--- config.mk ---
export PLATFORM = sky130hd
export DESIGN_NAME = fxa_front
export DESIGN_NICKNAME = d
export VERILOG_FILES = /design/src/rtl/fxa_pkg.sv /design/src/rtl/fxa_front.sv
export SDC_FILE = /design/constraint.sdc
export NUM_CORES = 2
export LEC_CHECK = 0
export BUFFER_PORTS_ARGS = -buffer_cell sky130_fd_sc_hd__buf_2
export CAP_MARGIN = 20
export CORE_ASPECT_RATIO = 1.25
export CORE_MARGIN = 4
export CORE_UTILIZATION = 30
export DETAILED_ROUTE_END_ITERATION = 8
export GPL_TIMING_DRIVEN = 0
export MAX_ROUTING_LAYER = met4
export SETUP_SLACK_MARGIN = 0.05
export SLEW_MARGIN = 30
export SYNTH_ARGS = -nofsm -noshare
export SYNTH_HDL_FRONTEND = slang
export SYNTH_SLANG_ARGS = --single-unit
--- constraint.sdc ---
create_clock -name aclk -period 20.5 [get_ports aclk]
set_input_delay 2.05 -clock aclk [delete_from_list [all_inputs] [get_ports aclk]]
set_output_delay 2.05 -clock aclk [all_outputs]
set_load 0.1 [all_outputs]
--- src/rtl/fxa_pkg.sv ---
// Shared types and constants for the signed fixed-point ALU.
// No dependencies; used by every module of the block.
package fxa_pkg;

    // Operand and result word width at the ports
    localparam int OPW = 32;
    // Internal working width: holds a full product and a shifted dividend with sign
    localparam int EW  = 66;

    typedef enum logic [3:0] {
        OP_ADD  = 4'd0,
        OP_SUB  = 4'd1,
        OP_MUL  = 4'd2,
        OP_DIV  = 4'd3,
        OP_EQ   = 4'd4,
        OP_NE   = 4'd5,
        OP_LT   = 4'd6,
        OP_GT   = 4'd7,
        OP_LE   = 4'd8,
        OP_GE   = 4'd9,
        OP_MIN  = 4'd10,
        OP_MAX  = 4'd11,
        OP_INC  = 4'd12,
        OP_DEC  = 4'd13,
        OP_FINT = 4'd14,
        OP_TINT = 4'd15
    } alu_op_t;

    // Control travelling alongside each request through the pipe
    typedef struct packed {
        logic valid;
        logic is_div;
        logic div_zero;
        logic neg;
        logic check;
        logic cond;
    } ctl_t;

endpackage

--- src/rtl/fxa_front.sv ---
// Issue stage: decodes a request, does every non-divide operation and
// prepares the divide magnitudes. Depends on fxa_pkg.
module fxa_front #(
    parameter int FRAC_BITS = 8,
    parameter int WORD_BITS = 32
) (
    input  logic                          aclk,
    input  logic                          aresetn,
    input  logic                          en,
    input  logic                          s_valid,
    input  logic [3:0]                    s_cmd,
    input  logic signed [fxa_pkg::OPW-1:0] s_operand_a,
    input  logic signed [fxa_pkg::OPW-1:0] s_operand_b,
    output fxa_pkg::ctl_t                 ctl_reg,
    output logic signed [fxa_pkg::EW-1:0] r_reg,
    output logic [fxa_pkg::OPW+FRAC_BITS-1:0] dq_reg,
    output logic [fxa_pkg::OPW-1:0]       dvs_reg
);
    import fxa_pkg::*;

    localparam int QW = OPW + FRAC_BITS;
    localparam logic signed [EW-1:0] WMAX = (EW'(1) <<< (WORD_BITS - 1)) - EW'(1);
    localparam logic signed [EW-1:0] WMIN = -WMAX - EW'(1);

    alu_op_t                 op;
    logic signed [EW-1:0]    a_e, b_e, prod_e, r_next;
    logic signed [2*OPW-1:0] prod;
    logic [OPW-1:0]          amag, bmag;
    ctl_t                    ctl_next;

    assign op = alu_op_t'(s_cmd);

    // Operation decode and datapath
    always_comb begin
        a_e    = {{(EW-OPW){s_operand_a[OPW-1]}}, s_operand_a};
        b_e    = {{(EW-OPW){s_operand_b[OPW-1]}}, s_operand_b};
        prod   = s_operand_a * s_operand_b;
        prod_e = {{(EW-2*OPW){prod[2*OPW-1]}}, prod};
        amag   = s_operand_a[OPW-1] ? OPW'(-s_operand_a) : OPW'(s_operand_a);
        bmag   = s_operand_b[OPW-1] ? OPW'(-s_operand_b) : OPW'(s_operand_b);
        r_next = '0;
        ctl_next          = '0;
        ctl_next.valid    = s_valid;
        ctl_next.neg      = s_operand_a[OPW-1] ^ s_operand_b[OPW-1];
        ctl_next.div_zero = (s_operand_b == '0);
        unique case (op)
            OP_ADD: begin
                r_next = a_e + b_e;
                ctl_next.check = 1'b1;
            end
            OP_SUB: begin
                r_next = a_e - b_e;
                ctl_next.check = 1'b1;
            end
            OP_MUL: begin
                r_next = prod_e >>> FRAC_BITS;
                ctl_next.check = 1'b1;
            end
            OP_DIV: begin
                r_next = a_e;
                ctl_next.is_div = 1'b1;
            end
            OP_EQ:  ctl_next.cond = (a_e == b_e);
            OP_NE:  ctl_next.cond = (a_e != b_e);
            OP_LT:  ctl_next.cond = (a_e <  b_e);
            OP_GT:  ctl_next.cond = (a_e >  b_e);
            OP_LE:  ctl_next.cond = (a_e <= b_e);
            OP_GE:  ctl_next.cond = (a_e >= b_e);
            OP_MIN: r_next = (a_e > b_e) ? b_e : a_e;
            OP_MAX: r_next = (a_e > b_e) ? a_e : b_e;
            OP_INC: r_next = (a_e >= WMAX) ? WMIN : a_e + EW'(1);
            OP_DEC: r_next = (a_e <= WMIN) ? WMAX : a_e - EW'(1);
            OP_FINT: begin
                r_next = a_e <<< FRAC_BITS;
                ctl_next.check = 1'b1;
            end
            OP_TINT: r_next = a_e >>> FRAC_BITS;
            default: r_next = '0;
        endcase
    end

    always_ff @(posedge aclk) begin
        if (!aresetn) begin
            ctl_reg <= '0;
        end else if (en) begin
            ctl_reg <= ctl_next;
        end
    end

    always_ff @(posedge aclk) begin
        if (en) begin
            r_reg   <= r_next;
            dq_reg  <= {amag, {FRAC_BITS{1'b0}}};
            dvs_reg <= bmag;
        end
    end

endmodule

==> key figures <==
Status
  – Status: completed

Clocking
  – Clock root buffer: clkbuf_16
  – CTS Buf Count: 17
  – Worst-Skew Late Latency: approximately 0.50 ns
  – Clock sink count: about 130
  – Largest buffer count on any clock path: 2
  – Resized Gates After CTS: 0
  – H-tree levels: 4
  – CTS tree: yes
  – Hold-fix buffers, CTS: 0
  – Setup Buffers After CTS: 0
  – Clock-pin slew on the worst setup and hold paths: ~0.070 ns

Floorplanning
  – Core area: around 160000 um2
  – Die Area: 165000 um2
  – Die W: roughly 360 um
  – Die H: between 400 and 500 um
  – Initial core utilization: between 30% and 40%
  – Io pins: about 220
  – Num rows: between 150 and 200

STA
  – Clock skew: 0 ns
  – Relative slew slack: between 20 and 25%
  – Hold Fails Final Rpt: 0
  – RSZ-0062 raised after global routing: no
  – Final worst path period need: 13.50 ns
  – Setup-failing EPs final: 0
  – Max-slew violation count: 0
  – Slew @ Worst Pin: approximately 1.2 ns
  – Final period util: 65.9%
  – Setup TNS: 0 ns
  – WHS: 0.482 ns
  – Max Freq: approximately 74 MHz

Route
  – DRT antenna net count: 0
  – TritonRoute pass-1 iters: 6
  – DR vias/cell: 5.44
  – DR iter-0 viols: 4174
  – DRC: 0
  – Wire length per cell: about 31 um
  – Via Count: 41300
  – WL final: approximately 240000 um

Setup path
  – CP peak stage delay: 0.89 ns
  – Kind of critical path: in -> reg
  – Startpoint types: input pin
  – Critical Path End Type: flop
  – Worst EP required: between 20 and 25 ns
  – CP max stage cell: fa_1
  – Worst EP arrival: ~14 ns
  – Worst reg-to-reg setup slack: around 20 ns
  – Crit path max fanout: 10
  – Cells on worst reg2reg path: 2
  – CP most frequent cell: fa_1

Yosys
  – Synth Area in Compound Gates: 9.30%
  – Xor/xnor cell area share of the yosys netlist: around 2.8%
  – Simple-Gate Fraction of Synth Area: about 16%
  – Post-synthesis sequential area ratio: under 10%
  – EDFF count, synth: 120
  – Synth async-reset ratio: 0%
  – Mapped Avg Cell Area: around 9 um2
  – Multiplexer area fraction after synthesis: less than 1%
  – Synth Instances: ~5200
  – Area of the mapped netlist: approximately 48000 um2
  – Synth unique cells: 84
  – Most area-hungry cell type in the Yosys netlist: fa_1
  – Top cell type's share of synthesized area: between 40% and 50%
  – Ranking of synthesized cells by area: fa_1, inv_1, edfxtp_1, ha_1, and2_1
  – Prevailing post-synth register cell: edfxtp_1
  – Yosys reg bits: 126
  – Yosys warns: 0
  – Synth Area in Adders: between 50 and 60%
  – Largest family of logic cells by synthesized area: adder cells

Global routing
  – Total congestion overflow: 0
  – GRT Util Overall: between 20% and 30%
  – Global-route wire length before repair: ~330000 um
  – Largest net degree at the start of global routing: 82
  – Initial antenna violation count: 44
  – Vias in the first global route: about 43000

Finish
  – Fill cells: ~17000
  – Area grow syn2layout: 9.62%
  – Final net count: between 6000 and 7000
  – Multi-input gate area: approximately 39000 um2
  – Layout cells sized above 1: 7.38%
  – Register area: between 3000 and 4000 um2
  – Max reg flops: 56
  – Finished Cell Area: ~52000 um2

Worst hold path
  – Hold Path Stages: 1
  – Worst min path class: reg -> reg

Place
  – Placed cell area: 51400 um2
  – Post-DP HPWL: between 150000 and 200000 um
  – GPL Wtd Cong: between 1 and 1.5
  – Port bufs: 205

Flow run
  – Max-cap viol count: 0
## per-stage QoR
step           std cells  worst slack, ns  utilization, %
4_1_cts             7560             7.23            33.0
5_1_grt             7574             6.54            33.0
2_1_floorplan       5251             9.73               -
3_3_place_gp        7518             4.93            32.4
6_report            7583             7.00            33.0
3_5_place_dp        7528             6.67            32.6
## placed cells by master (no fill, tap or decap), types with 23 or more instances in the layout
cell type and count:
ha_1 248, and3_1 25, nand4_1 29, clkbuf_2 81, nand3_1 58, a221o_1 24
and2_1 442, a21oi_1 173, nand2b_1 38, o21ai_0 127, a21o_1 58, fa_1 1082
nand2_1 602, xor2_1 35, edfxtp_1 120, buf_2 227, nor3_1 45, o211ai_1 32
inv_1 1023, or3_1 31, a221oi_1 31, clkbuf_1 217, nor2_1 221, xnor2_1 116
diode_2 23
## cell families (layout without fill, tap and decap cells)
logic type,Yosys count,in the layout
adders and majority gates,1331,1331
and+or+nand+nor,1571,1571
DFF,126,126
other,1,31
xor gates and xnor gates,152,152
buffers and inverters,1386,1633
muxes,22,22
AOI/OAI and AO/OA,655,655
## per-layer routing
metal	GRT usage (%)	routed length, um	vias to the layer above
met4	21.2	22500	0
li1	-	-	16700
met5	-	0	-
met2	44.8	105000	2446
met1	35.0	87400	21400
met3	6.93	22300	735
## final cells by class
type,instances,share of cell area [%]
multi-input combinational,3739,74.0
inverter,1028,7.41
sequential,126,7.15
tap,2062,4.95
buffer,358,2.95
timing repair buffer,215,2.25
clock buffer,17,0.817
clock inverter,15,0.317
antenna,23,0.110
## final timing paths
check | start | to
max | s_operand_a[31] | r_reg[54]
min | ctl_reg[2] | ctl_reg[2]
max reg2reg | ctl_reg[0] | ctl_reg[0]
min reg2reg | ctl_reg[2] | ctl_reg[2]
## critical path, delay by kind of cell
family	cells	cell delay, ns
buffers and inverters	13	4.05
adder cells (fa/ha/maj)	9	4.70
AO/OA/AOI/OAI	5	1.50
AND/OR/NAND/NOR	5	1.36
## cell usage after synthesis, types with 31 or more instances
cell type and n:
o21ai_0 127, clkbuf_1 297, nand2_1 602, edfxtp_1 120
nor2_1 222, or3_1 31, nand3_1 58, nor3_1 47
fa_1 1083, a221oi_1 31, o211ai_1 32, a21oi_1 173
a21o_1 58, and2_1 442, inv_1 1023, xor2_1 35
nand2b_1 38, xnor2_1 116, ha_1 248
Power is left out: the tool's default activity adds up to more than one toggle a clock period on the data nets, which glitch-free logic cannot reach.
