[config.mk]
export PLATFORM = sky130hd
export DESIGN_NAME = fxa_back
export DESIGN_NICKNAME = d
export VERILOG_FILES = /design/src/rtl/fxa_pkg.sv /design/src/rtl/fxa_back.sv
export SDC_FILE = /design/constraint.sdc
export NUM_CORES = 1
export LEC_CHECK = 0
export BUFFER_PORTS_ARGS = -buffer_cell sky130_fd_sc_hd__buf_2
export CAP_MARGIN = 20
export CORE_ASPECT_RATIO = 0.7
export CORE_MARGIN = 2
export CORE_UTILIZATION = 30
export DETAILED_ROUTE_END_ITERATION = 6
export RECOVER_POWER = 100
export SLEW_MARGIN = 20
export SYNTH_ARGS = -nofsm -noshare
export SYNTH_HDL_FRONTEND = slang
export SYNTH_SLANG_ARGS = --single-unit
export TNS_END_PERCENT = 10
[constraint.sdc]
create_clock -name aclk -period 4.1 [get_ports aclk]
set_clock_uncertainty 0.1 [all_clocks]
set_input_delay 0.41 -clock aclk [delete_from_list [all_inputs] [get_ports aclk]]
set_output_delay 0.41 -clock aclk [all_outputs]
set_load 0.05 [all_outputs]
[src/rtl/fxa_pkg.sv]
// Shared types and constants for the signed fixed-point ALU.
// No dependencies; used by every module of the block.
package fxa_pkg;

    // Operand and result word width at the ports
    localparam int OPW = 32;
    // Internal working width: holds a full product and a shifted dividend with sign
    localparam int EW  = 66;

    typedef enum logic [3:0] {
        OP_ADD  = 4'd0,
        OP_SUB  = 4'd1,
        OP_MUL  = 4'd2,
        OP_DIV  = 4'd3,
        OP_EQ   = 4'd4,
        OP_NE   = 4'd5,
        OP_LT   = 4'd6,
        OP_GT   = 4'd7,
        OP_LE   = 4'd8,
        OP_GE   = 4'd9,
        OP_MIN  = 4'd10,
        OP_MAX  = 4'd11,
        OP_INC  = 4'd12,
        OP_DEC  = 4'd13,
        OP_FINT = 4'd14,
        OP_TINT = 4'd15
    } alu_op_t;

    // Control travelling alongside each request through the pipe
    typedef struct packed {
        logic valid;
        logic is_div;
        logic div_zero;
        logic neg;
        logic check;
        logic cond;
    } ctl_t;

endpackage

[src/rtl/fxa_back.sv]
// Retire stage: applies the quotient sign, range-checks and holds the
// output register. Depends on fxa_pkg.
module fxa_back #(
    parameter int FRAC_BITS = 8,
    parameter int WORD_BITS = 32
) (
    input  logic                                aclk,
    input  logic                                aresetn,
    input  logic                                en,
    input  fxa_pkg::ctl_t                       ctl_in,
    input  logic signed [fxa_pkg::EW-1:0]       r_in,
    input  logic [fxa_pkg::OPW+FRAC_BITS-1:0]   dq_in,
    output logic                                m_valid,
    output logic signed [fxa_pkg::OPW-1:0]      m_result,
    output logic                                m_cond,
    output logic                                m_overflow
);
    import fxa_pkg::*;

    localparam int QW = OPW + FRAC_BITS;
    localparam logic signed [EW-1:0] WMAX = (EW'(1) <<< (WORD_BITS - 1)) - EW'(1);
    localparam logic signed [EW-1:0] WMIN = -WMAX - EW'(1);

    logic signed [EW-1:0] q_e, r_sel;
    logic                 chk, ovf;
    logic                 m_valid_reg, m_cond_reg, m_overflow_reg;
    logic signed [OPW-1:0] m_result_reg;

    // Pick the quotient for a divide, then check the word range
    always_comb begin
        q_e   = EW'(dq_in);
        q_e   = ctl_in.neg ? -q_e : q_e;
        r_sel = (ctl_in.is_div && !ctl_in.div_zero) ? q_e : r_in;
        chk   = ctl_in.check || (ctl_in.is_div && !ctl_in.div_zero);
        ovf   = chk && ((r_sel < WMIN) || (r_sel > WMAX));
    end

    always_ff @(posedge aclk) begin
        if (!aresetn) begin
            m_valid_reg <= 1'b0;
        end else if (en) begin
            m_valid_reg <= ctl_in.valid;
        end
    end

    always_ff @(posedge aclk) begin
        if (en) begin
            m_result_reg   <= ovf ? '0 : r_sel[OPW-1:0];
            m_cond_reg     <= ctl_in.cond;
            m_overflow_reg <= ovf;
        end
    end

    assign m_valid    = m_valid_reg;
    assign m_result   = m_result_reg;
    assign m_cond     = m_cond_reg;
    assign m_overflow = m_overflow_reg;

endmodule

==> flow_results.xml <==
<?xml version="1.0" encoding="UTF-8"?>
<metrics>
  <group name="worst_setup_path">
    <metric name="critPathKind" unit="">primary input to flip-flop</metric>
    <metric name="worstPathCellList" unit="">clkbuf_1 &gt; inv_1 &gt; ha_1 &gt; or3b_2 &gt; or4b_4 &gt; or3_1 &gt; a211oi_2 &gt; o211ai_1 &gt; nor4_1 &gt; and4_1 &gt; o31a_1 &gt; buf_4 &gt; o2bb2ai_1</metric>
    <metric name="critPathRequiredTime" unit="ns">4.13</metric>
    <metric name="critical_path.top_delay_family" unit="">simple AND/OR/NAND/NOR gates</metric>
    <metric name="max_stage_delay" unit="ns">0.55</metric>
    <metric name="crit_arrival" unit="ns">3.78</metric>
    <metric name="critical_path_buf_inv_count" unit="">3</metric>
    <metric name="timing.critical_path.depth" unit="">13</metric>
    <metric name="start_kind" unit="">primary input</metric>
    <metric name="reg2regPathDepth" unit="">2</metric>
    <metric name="setup.worst_path.end_class" unit="">flip-flop</metric>
    <metric name="slowest_stage" unit="">or4b_4</metric>
    <metric name="cp_max_fanout" unit="">14</metric>
  </group>
  <group name="floorplan">
    <metric name="die_x" unit="microns">121</metric>
    <metric name="floorplan.die_area" unit="sq mm">0.0104</metric>
    <metric name="start_util" unit="%">31.3</metric>
    <metric name="chipHeight" unit="microns">86.1</metric>
    <metric name="io_pins" unit="">150</metric>
    <metric name="core_region_area" unit="sq mm">0.00922</metric>
    <metric name="placementRows" unit="">29</metric>
  </group>
  <group name="cts">
    <metric name="clk_path_buf_depth" unit="">2</metric>
    <metric name="clock_tree.htree_level_count" unit="">2</metric>
    <metric name="clock_tree_from_tritoncts" unit="">built</metric>
    <metric name="cts.root.buffer_cell" unit="">clkbuf_16</metric>
    <metric name="cts_hold_buf" unit="">0</metric>
    <metric name="tritoncts_num_sinks" unit="">35</metric>
    <metric name="clkSlewWorstSetupHoldPaths" unit="ns">0.05</metric>
    <metric name="insertion_delay" unit="ns">0.27</metric>
    <metric name="cts_made_buffers" unit="">5</metric>
    <metric name="post-cts-setup-buffers" unit="">0</metric>
    <metric name="ctsResizeCount" unit="">0</metric>
  </group>
  <group name="synth">
    <metric name="post_synth_fa_ha_maj_area_fraction" unit="%">0.433</metric>
    <metric name="synthCells" unit="">312</metric>
    <metric name="syn-mean-instance-area" unit="sq um">9.25</metric>
    <metric name="yosys_register_bits" unit="">35</metric>
    <metric name="yosys-top-cells-area" unit="">edfxtp_1 35%, xor2_1 8.5%, o2bb2ai_1 5.5%</metric>
    <metric name="yosysMostFrequentCell" unit="">edfxtp_1</metric>
    <metric name="synth_sequential_area_ratio" unit="%">36.1</metric>
    <metric name="async_reset_ff_share" unit="%">0</metric>
    <metric name="muxShareOfSynthArea" unit="%">1.73</metric>
    <metric name="post_synthesis_compound_gate_area_fraction" unit="%">20.9</metric>
    <metric name="synth_common_cells" unit="">34 x edfxtp_1, 28 x xor2_1, 26 x nor2_1</metric>
    <metric name="mappedNetlistNets" unit="">428</metric>
    <metric name="yosys_warnings" unit="">0</metric>
    <metric name="synth_simple_gate_area_share" unit="%">26.5</metric>
    <metric name="yosysTopAreaCell" unit="">edfxtp_1</metric>
    <metric name="synthesis.area" unit="sq mm">0.00289</metric>
    <metric name="main_combinational_cell_family_by_area_after_synthesis" unit="">simple AND/OR/NAND/NOR gates</metric>
    <metric name="xor_xnor_cell_area_share_of_the_yosys_netlist" unit="%">10.3</metric>
    <metric name="synth-main-ff-cell" unit="">edfxtp_1</metric>
    <metric name="synth_largest_type_area_fraction" unit="%">35.4</metric>
    <metric name="synth_cell_types" unit="">53</metric>
    <metric name="edff_count_synth" unit="">34</metric>
  </group>
  <group name="global_routing">
    <metric name="maximum_number_of_pins_on_one_net_before_global_route_repair" unit="">41</metric>
    <metric name="initial_antenna_violation_count" unit="">0</metric>
    <metric name="grt_util_all_layers" unit="%">18.4</metric>
    <metric name="global_route.overflow_total" unit="">0</metric>
    <metric name="via_count_of_the_first_global_routing_pass" unit="">2966</metric>
    <metric name="grt_pass1_wl" unit="microns">15100</metric>
  </group>
  <group name="power_and_ir_drop">
    <metric name="seqPwrFrac" unit="%">37.1</metric>
    <metric name="post-layout-total-power" unit="mW">1.17</metric>
    <metric name="power.ir.vdd_worst" unit="mV">0.133</metric>
    <metric name="power_density" unit="mW/mm^2">299</metric>
    <metric name="share_clk_of_total_power" unit="%">33.6</metric>
    <metric name="switching_power" unit="mW">0.382</metric>
    <metric name="internal_power" unit="mW">0.792</metric>
    <metric name="combPwrFrac" unit="%">29.2</metric>
    <metric name="swShare" unit="%">32.5</metric>
    <metric name="static_leak" unit="nW">1.51</metric>
  </group>
  <group name="routing">
    <metric name="route.vias.total" unit="">3168</metric>
    <metric name="post_route_wl" unit="microns">9850</metric>
    <metric name="detail_route.drc_violations" unit="">0</metric>
    <metric name="wl_per_cell" unit="microns">16.6</metric>
    <metric name="vias_per_cell" unit="">5.34</metric>
    <metric name="drt.antenna.violating_nets" unit="">0</metric>
    <metric name="detailedRoute.firstPassIterationCount" unit="">5</metric>
    <metric name="dr.first_iter.drc_count" unit="">190</metric>
  </group>
  <group name="worst_hold_path">
    <metric name="hold_path.class" unit="">primary input to flip-flop</metric>
    <metric name="worst_hold_path_cells" unit="">1</metric>
  </group>
  <group name="timing">
    <metric name="final.setup.tns" unit="ns">0</metric>
    <metric name="hold_violations" unit="">0</metric>
    <metric name="setup_viol" unit="">0</metric>
    <metric name="tightestPinTransition" unit="ns">1.99</metric>
    <metric name="share_of_the_clock_period_used_by_the_worst_path" unit="%">91.6</metric>
    <metric name="timing.slew.headroom" unit="%">-32.7</metric>
    <metric name="final_slew_violations" unit="">36</metric>
    <metric name="clock.fmax" unit="MHz">266</metric>
    <metric name="rsz0062_at_grt" unit="">false</metric>
    <metric name="fin_crit" unit="ns">3.75</metric>
  </group>
  <group name="placed_design">
    <metric name="hpwl" unit="microns">7890</metric>
    <metric name="placement.io_buffers" unit="">149</metric>
    <metric name="post_dp_cell_area" unit="sq mm">0.00382</metric>
    <metric name="routabilityCongestion" unit="">0.895</metric>
  </group>
  <group name="cells_and_area">
    <metric name="num_antenna_cells" unit="">0</metric>
    <metric name="proportion_of_layout_cells_with_a_drive_suffix_above_1" unit="%">30.3</metric>
    <metric name="area.growth.synth_to_final" unit="%">35.9</metric>
    <metric name="stdcell_area" unit="sq mm">0.00392</metric>
    <metric name="largest_register_ffs" unit="">32</metric>
    <metric name="nNetsFinal" unit="">584</metric>
    <metric name="final_util" unit="%">42.6</metric>
  </group>
  <group name="status">
    <metric name="outcome" unit="">finished with violations</metric>
    <metric name="failed_checks" unit="">capacitance limit, slew limit</metric>
  </group>
  <group name="run">
    <metric name="max-cap-violations" unit="">1</metric>
  </group>
</metrics>
cell type report:
type | count | area (sq um)
clock buffer | 8 | 156
fill | 948 | 5290
inverter | 8 | 30.0
multi-input combinational | 253 | 1730
sequential | 35 | 1040
tap | 124 | 155
timing repair buffer | 165 | 813
cell usage in the layout (no fill, tap or decap), drive strengths merged, types with 2 or more instances in the layout:
cell	netlist	layout
nand4	10	10
xnor2	6	6
buf	4	125
nor2b	2	2
mux2i	5	5
a211oi	13	13
nand3	8	8
o2bb2ai	18	18
nor2	26	26
clkbuf	12	48
nand2	14	14
o22ai	2	2
nor4	18	18
or3	8	8
nor3	12	12
xor2	28	28
inv	8	8
o31ai	9	9
nand2b	6	6
or4b	2	2
and3	2	2
edfxtp	34	34
nand3b	3	3
a21oi	7	7
o211ai	3	3
or4	12	12
o311ai	2	2
o41ai	6	6
o21ai	13	13
and4	3	3
metrics by stage:
step	hold WS [ns]	worst slack, ns	std cells
after CTS	0.212	0.350	593
final	0.215	0.345	593
after global routing	0.212	0.111	593
after global placement	0.394	0.137	585
after detailed placement	0.416	0.0577	585
after floorplan	0.409	0.557	312
logic make-up (layout without fill, tap and decap cells):
kind of cell	after synthesis	count (layout)
AND/OR/NAND/NOR	132	132
AO/OA/AOI/OAI	81	81
flip-flops	35	35
XOR/XNOR	34	34
buffers and inverters	24	181
multiplexers	5	5
adder cells (fa/ha/maj)	1	1
power by group through the flow:
stage          registers [mW]  clock network [mW]  logic (mW)
6_report                0.435               0.395       0.343
5_1_grt                 0.438               0.418       0.368
4_1_cts                 0.434               0.403       0.351
3_5_place_dp            0.441                   0       0.350
3_3_place_gp            0.441                   0       0.349
2_1_floorplan           0.544                   0       0.108
routing by layer:
layer	routed length (microns)	vias to the layer above	part of all wire, %	track usage [%]
met5	0	-	0	0
met4	52	0	0.53	2.40
met3	812	6	8.2	5.12
met2	4260	139	43	29.1
met1	4720	1459	48	25.9
li1	-	1564	-	-
final timing paths:
kind | start | endpoint | slack [ns]
worst max register to register | m_valid | m_valid | 3.38
worst max-delay path | dq_in[0] | m_result[8] | 0.35
worst min register to register | m_valid | m_valid | 0.43
worst min-delay path | ctl_in[0] | m_cond | 0.21
(Power assumes the default switching activity.)
