### config.mk
export PLATFORM = sky130hd
export DESIGN_NAME = fxa_div_cell
export DESIGN_NICKNAME = d
export VERILOG_FILES = /design/src/rtl/fxa_pkg.sv /design/src/rtl/fxa_div_cell.sv
export SDC_FILE = /design/constraint.sdc
export NUM_CORES = 1
export LEC_CHECK = 0
export ABC_AREA = 0
export BUFFER_PORTS_ARGS = -buffer_cell sky130_fd_sc_hd__buf_2
export CAP_MARGIN = 0
export CORE_MARGIN = 2
export CORE_UTILIZATION = 42
export CTS_CLUSTER_SIZE = 28
export DETAILED_ROUTE_END_ITERATION = 8
export PLACE_DENSITY_LB_ADDON = 0.2
export SETUP_SLACK_MARGIN = 0.2
export SYNTH_ARGS = -nofsm -noshare
export SYNTH_HDL_FRONTEND = slang
export SYNTH_SLANG_ARGS = --single-unit
### constraint.sdc
create_clock -name aclk -period 3.5 [get_ports aclk]
set_clock_uncertainty 0.2 [all_clocks]
set_input_delay 0.175 -clock aclk [delete_from_list [all_inputs] [get_ports aclk]]
set_output_delay 0.175 -clock aclk [all_outputs]
set_load 0.02 [all_outputs]
### src/rtl/fxa_pkg.sv
// Shared types and constants for the signed fixed-point ALU.
// No dependencies; used by every module of the block.
package fxa_pkg;

    // Operand and result word width at the ports
    localparam int OPW = 32;
    // Internal working width: holds a full product and a shifted dividend with sign
    localparam int EW  = 66;

    typedef enum logic [3:0] {
        OP_ADD  = 4'd0,
        OP_SUB  = 4'd1,
        OP_MUL  = 4'd2,
        OP_DIV  = 4'd3,
        OP_EQ   = 4'd4,
        OP_NE   = 4'd5,
        OP_LT   = 4'd6,
        OP_GT   = 4'd7,
        OP_LE   = 4'd8,
        OP_GE   = 4'd9,
        OP_MIN  = 4'd10,
        OP_MAX  = 4'd11,
        OP_INC  = 4'd12,
        OP_DEC  = 4'd13,
        OP_FINT = 4'd14,
        OP_TINT = 4'd15
    } alu_op_t;

    // Control travelling alongside each request through the pipe
    typedef struct packed {
        logic valid;
        logic is_div;
        logic div_zero;
        logic neg;
        logic check;
        logic cond;
    } ctl_t;

endpackage

### src/rtl/fxa_div_cell.sv
// One restoring-division cell: produces one quotient bit per request.
// Depends on fxa_pkg.
module fxa_div_cell #(
    parameter int QW = 40
) (
    input  logic                           aclk,
    input  logic                           aresetn,
    input  logic                           en,
    input  fxa_pkg::ctl_t                  ctl_in,
    input  logic signed [fxa_pkg::EW-1:0]  r_in,
    input  logic [QW-1:0]                  dq_in,
    input  logic [fxa_pkg::OPW-1:0]        dvs_in,
    input  logic [fxa_pkg::OPW-1:0]        rem_in,
    output fxa_pkg::ctl_t                  ctl_reg,
    output logic signed [fxa_pkg::EW-1:0]  r_reg,
    output logic [QW-1:0]                  dq_reg,
    output logic [fxa_pkg::OPW-1:0]        dvs_reg,
    output logic [fxa_pkg::OPW-1:0]        rem_reg
);
    import fxa_pkg::*;

    logic [OPW:0]   trial;
    logic           qbit;
    logic [OPW-1:0] rem_next;

    // Shift in the next dividend bit and try the subtraction
    always_comb begin
        trial    = {rem_in, dq_in[QW-1]};
        qbit     = (trial >= {1'b0, dvs_in});
        rem_next = qbit ? OPW'(trial - {1'b0, dvs_in}) : OPW'(trial);
    end

    always_ff @(posedge aclk) begin
        if (!aresetn) begin
            ctl_reg <= '0;
        end else if (en) begin
            ctl_reg <= ctl_in;
        end
    end

    always_ff @(posedge aclk) begin
        if (en) begin
            r_reg   <= r_in;
            dq_reg  <= {dq_in[QW-2:0], qbit};
            dvs_reg <= dvs_in;
            rem_reg <= rem_next;
        end
    end

endmodule

==> summary.txt, run 1 <==
Final setup fails: 0
Int Power: 4.08 mW
Gr ovfl total: 0
Maximum clock rate: 316 MHz
Yosys top cell by area: edfxtp_1
Initial core utilization: 0.432
Hold Path Origin: dvs_in[0]
Critical path capture point type: flop
WP data arrival: 3.15 ns
VDD IR max: 0.361 mV
WS Path Type: in2reg
Final Total Pwr: 5.81 mW
Total clock buffers created by CTS: 17
CP required: 3.48 ns
Synth Area in Simple Gates: 0.0653
Final hold slack: 0.0530 ns
Crit path time final: 3.17 ns
Compound-Gate Fraction of Synth Area: 0.0981
Top-area cell type share of the netlist area: 0.678
Port Buffers: 354
Main synth FF type: edfxtp_1
Final setup margin: 0.333 ns
Post-route ant nets: 0
First-pass GRT wire length: 34800 µm
Layout cells sized above 1: 0.393
Worst skew pair latency: 0.42 ns
CTS Sinks: 176
Chip Width: 138 µm
Layout net count: 1314
Vias per inst: 4.83
Peak fanout along the critical path: 7
First-pass DRT Iterations: 4
Cell Rows: 48
Largest cells by area after synthesis: edfxtp_1, ha_1, a21oi_1, inv_1, nor2_1
Final non-filler cell total: 1342
Mapped Cells: 532
Area of placed instances: 0.00968 mm²
Fin crit share: 0.905
Total negative slack: 0 ns
Pre-CTS WS: 0.0578 ns
Pwr dens: 472 mW/mm²
Max-slew headroom: 0.538
I/O Pins: 355
Worst Tran Pin Value: 0.692 ns
Switching share of power: 0.298
Sequential cell fraction of total power: 0.446
Syn Std Cell Area: 0.00753 mm²
LEAKAGE: 5.47 nW
XOR/XNOR Fraction of Synth Area: 0.0314
Syn Nets: 744
Root Buffer: clkbuf_16
Drt drc: 0
Reg clk slew, reported paths: 0.08 ns
Post-synthesis sequential area ratio: 0.694
Core ar.: 0.0174 mm²
WL final: 24600 µm
Maxcap violations: 0
Outcome: finished clean
Vias in the first global route: 6561
Unrepaired setup endpoints after global routing: no
1st-iter DRT viols: 346
Via count: 6482
Largest net degree at the start of global routing: 72
CP startpoint kind: input pin
Routed WL per cell: 18.3 µm
Synth Register Bits: 176
Synth Area per Inst: 14.1 µm²
Gr usage total: 0.246
Async S/R FF share, synth: 0
YS warnings: 0
Fin. max-slew vios: 0
CTS tree: built
Number of flops mapped to enable cells by yosys: 170
Critical R2R Launch: ctl_reg[3]
Worst hold path class: in2reg
Post-synthesis mux area share: 0.0243
Adder-Cell Fraction of Synth Area: 0.0559
Finished Cell Area: 0.0123 mm²
Critical path origin: dvs_in[10]
Main combinational cell family by area after synthesis: compound AO/OA/AOI/OAI gates
Die Y: 138 µm
Area delta synth->final: 63.4%
Synth cell types: 48
Die area: 0.0190 mm²
CTS Buffer Depth: 2
Net Sw Power: 1.73 mW
Detailed placement HPWL: 16400 µm
Number of flip-flops in the largest register: 66
Util after Layout: 0.706
Combinational share of power: 0.226
H-tree levels: 4
Initial antenna violation count: 3
Routability cong.: 0.815
Final hold violation count: 0
Clock power share: 0.328
Post-placement cell count: 1115
[per-layer routing]
| layer | track usage | share of wire | vias up |
|---|---|---|---|
| met5 | 0 | 0.00053 | - |
| met4 | 0.0918 | 0.029 | 2 |
| met1 | 0.267 | 0.37 | 3068 |
| met3 | 0.0625 | 0.069 | 43 |
| li1 | - | - | 3129 |
| met2 | 0.458 | 0.53 | 240 |
[cell families after synthesis]
group                      Yosys count
muxes                               17
buffers and inverters               55
AOI/OAI and AO/OA                  119
xor gates and xnor gates            27
and+or+nand+nor                    105
adders and majority gates           33
DFF                                176
[cells in the mapped netlist, types with 3 or more instances]
cell / number
edfxtp_1: 170
a21oi_1: 57
inv_1: 38
nor2_1: 36
ha_1: 32
nand2_1: 27
o21ai_0: 15
xnor2_1: 14
a21o_1: 13
xor2_1: 13
clkbuf_1: 10
nor2b_1: 9
nand3_1: 8
nand4_1: 8
mux2i_1: 7
dfxtp_1: 6
mux2_2: 6
o21a_1: 6
buf_4: 4
mux2_1: 4
nor4_1: 4
o211ai_1: 4
a211oi_1: 3
and2_1: 3
nand2b_1: 3
o21bai_1: 3
[layout make-up]
type | instances | area, µm²
fill | 1241 | 5120
multi-input combinational | 301 | 2130
clock inverter | 15 | 181
sequential | 176 | 5230
timing repair buffer | 568 | 3910
antenna | 2 | 5.00
clock buffer | 17 | 425
tap | 225 | 282
inverter | 38 | 143
[power by group through the flow]
| stage | Sequential, mW | Clock (mW) | Combinational, mW |
|---|---|---|---|
| detailed placement | 2.63 | 0 | 1.09 |
| global route | 2.61 | 2.02 | 1.41 |
| global placement | 2.63 | 0 | 1.09 |
| finish | 2.59 | 1.90 | 1.31 |
| CTS | 2.59 | 1.92 | 1.26 |
| floorplan | 2.90 | 0 | 0.364 |
[critical path: stages]
cell	delay, ns
dlygate4sd3_1	0.52
buf_2	0.11
inv_1	0.04
ha_1	0.29
buf_4	0.15
nand3_1	0.16
or3_1	0.44
nor4_2	0.30
nor4_1	0.10
o21a_1	0.14
o31ai_4	0.07
buf_4	0.16
buf_2	0.15
mux2_2	0.33
[final timing paths]
check	cells past startpoint	slack, ns	endpoint
setup / recovery	14	0.33	rem_reg[7]
hold reg to reg	3	0.88	ctl_reg[1]
setup reg to reg	3	2.10	ctl_reg[3]
hold / removal	3	0.05	rem_reg[0]
[repair_timing]
| action | 4_1_cts | 5_1_grt |
|---|---|---|
| resized for setup | 0 | 15 |
| setup endpoints to repair | 0 | 16 |
| hold endpoints to repair | 175 | 0 |
| hold buffers | 182 | 0 |
| setup buffers | 0 | 8 |
[cells in the final DEF, fill, tap and decap left out, types with 2 or more instances in the layout]
| master | netlist | final |
|---|---|---|
| mux2_2 | 6 | 6 |
| nor2_1 | 36 | 36 |
| buf_6 | 1 | 3 |
| a21oi_1 | 57 | 56 |
| ha_1 | 32 | 30 |
| nand4_1 | 8 | 8 |
| clkbuf_16 | 0 | 19 |
| nor2b_1 | 9 | 9 |
| inv_8 | 0 | 4 |
| a21o_1 | 13 | 13 |
| buf_4 | 4 | 24 |
| a311oi_1 | 2 | 2 |
| o21ai_0 | 15 | 15 |
| mux2_1 | 4 | 3 |
| dlymetal6s4s_1 | 0 | 2 |
| clkinv_8 | 0 | 6 |
| o2111ai_1 | 2 | 2 |
| buf_12 | 0 | 2 |
| o21bai_1 | 3 | 3 |
| mux2i_1 | 7 | 7 |
| nor4_1 | 4 | 3 |
| and2_1 | 3 | 3 |
| o21a_1 | 6 | 6 |
| nand2b_1 | 3 | 3 |
| inv_1 | 38 | 37 |
| nand3_1 | 8 | 7 |
| a211oi_1 | 3 | 3 |
| xnor2_1 | 14 | 14 |
| dlygate4sd3_1 | 0 | 180 |
| edfxtp_1 | 170 | 170 |
| o211ai_1 | 4 | 4 |
| o22ai_1 | 2 | 2 |
| xor2_1 | 13 | 13 |
| inv_6 | 0 | 3 |
| dfxtp_1 | 6 | 6 |
| buf_2 | 2 | 354 |
| nand2_1 | 27 | 27 |
| diode_2 | 0 | 2 |
No activity file was read; power rests on OpenSTA's default activity.
==> run 2: changes to the inputs <==
Clock period 3.5 ns to 2.85 ns, I/O delays scaled along.
==> run 2 against run 1 <==
Against the previous run:
- combinational power up 39%
- global-route usage grew 1.6 points
- core utilization grew 4.2 points
- clock power increased by 19%
- first-iteration DRC count grew 25%
- critical path type unchanged
- largest cell class unchanged
- largest power group unchanged
==> summary.txt, run 2 (synthesis results as in run 1) <==
Vias in the first global route: 7077
Layout net count: 1354
Final setup fails: 0
Post-route ant nets: 0
Root Buffer: clkbuf_16
H-tree levels: 4
Vias per inst: 4.97
Area of placed instances: 0.0101 mm²
Gr usage total: 0.261
Critical path capture point type: flop
Drt drc: 0
Commonest cells after routing, fill and taps aside: buf_2, dlygate4sd3_1, edfxtp_1
CTS Sinks: 176
Unrepaired setup endpoints after global routing: yes
Max-slew headroom: 0.619
Via count: 6858
Util after Layout: 0.748
Routed WL per cell: 18.5 µm
CTS Buffer Depth: 2
Int Power: 5.13 mW
CTS tree: built
1st-iter DRT viols: 433
Total clock buffers created by CTS: 17
VDD IR max: 0.413 mV
Most common cell after layout, fill and taps aside: buf_2
Core ar.: 0.0174 mm²
First-pass GRT wire length: 37200 µm
Finished Cell Area: 0.0130 mm²
Detailed placement HPWL: 16600 µm
Fin. max-slew vios: 0
Gr ovfl total: 0
Net Sw Power: 2.14 mW
Chip Width: 138 µm
Initial antenna violation count: 0
Worst hold path class: in2reg
Routability cong.: 0.796
WS Path Type: in2reg
Largest net degree at the start of global routing: 55
WL final: 25500 µm
Combinational share of power: 0.250
Maximum clock rate: 371 MHz
Port Buffers: 354
Fin crit share: 0.946
Maxcap violations: 0
I/O Pins: 355
Sequential cell fraction of total power: 0.438
Die area: 0.0190 mm²
Initial core utilization: 0.432
Clock power share: 0.312
First-pass DRT Iterations: 5
Number of flip-flops in the largest register: 66
WP data arrival: 2.68 ns
Final hold violation count: 0
LEAKAGE: 5.74 nW
CP required: 2.84 ns
Final Total Pwr: 7.28 mW
Peak fanout along the critical path: 5
Area delta synth->final: 73.1%
Outcome: finished clean
Layout cells sized above 1: 0.453
Reg clk slew, reported paths: 0.08 ns
Crit path time final: 2.70 ns
CP startpoint kind: input pin
Worst Tran Pin Value: 0.572 ns
Pwr dens: 558 mW/mm²
Worst skew pair latency: 0.42 ns
Switching share of power: 0.295
Cell Rows: 48
Die Y: 138 µm
-- run 2: changes by cell type in the layout (fill, tap and decap cells not counted), moves of 9 or more --
cell	change
buf_4	+32
a21oi_1	-15
buf_2	-15
a21oi_2	+14
buf_6	+14
ha_4	+11
ha_1	-10
inv_1	-9
-- run 2: critical path: stages --
cell and delay [ns]:
buf_8 0.08, inv_4 0.03, ha_4 0.26, nand4_1 0.14
or4_4 0.56, a21oi_2 0.13, nor3_2 0.08, a211oi_2 0.27
o21ai_2 0.11, o31ai_4 0.26, buf_4 0.18, buf_12 0.12
mux2_2 0.32
-- run 2: stage by stage --
step | setup TNS (ns) | hold slack, ns | instances | worst slack (ns)
4_1_cts | 0 | 0.00972 | 1375 | 0.153
3_5_place_dp | -7.23 | 0.121 | 1151 | -0.510
5_1_grt | 0 | 0.0364 | 1380 | 0.0496
6_report | 0 | 0.00721 | 1381 | 0.153
2_1_floorplan | -2.74 | 0.0414 | 532 | -0.175
3_3_place_gp | -5.99 | 0.119 | 1151 | -0.364
-- run 2: path summary, 6_finish.rpt --
check | slack [ns] | from | to | depth (start not counted)
setup / recovery | 0.15 | dvs_in[6] | rem_reg[3] | 13
hold / removal | 0.007 | rem_in[31] | rem_reg[29] | 4
setup reg to reg | 1.47 | ctl_reg[4] | ctl_reg[4] | 3
hold reg to reg | 0.88 | ctl_reg[5] | ctl_reg[5] | 3
-- run 2: layout make-up --
type	count	area, µm²
diodes	1	2.50
clock buffers	18	429
clock inverters	14	143
fillers	1153	4390
inverters	38	160
multi-input cells	301	2390
flip-flops and latches	176	5230
well taps	225	282
repair buffers	608	4400
-- run 2: layer usage --
layer | wire length (µm) | share of wire | GRT usage
met1 | 9210 | 0.36 | 0.284
met2 | 13600 | 0.53 | 0.469
met3 | 1830 | 0.072 | 0.0742
met4 | 919 | 0.036 | 0.122
met5 | 0 | 0 | 0
-- run 2: power groups by stage --
stage	Sequential (mW)	Clock [mW]	Combinational (mW)
after detailed placement	3.23	0	1.44
after global routing	3.21	2.39	1.95
final	3.18	2.27	1.82
after floorplan	3.56	0	0.482
after CTS	3.18	2.29	1.72
after global placement	3.23	0	1.42
-- run 2: repair_timing --
item,CTS,global route
pin swaps,9,7
setup endpoints to repair,10,32
hold buffers,183,0
cloned,2,2
endpoints found under the hold margin,185,0
buffers inserted,7,3
gates resized for setup,43,44
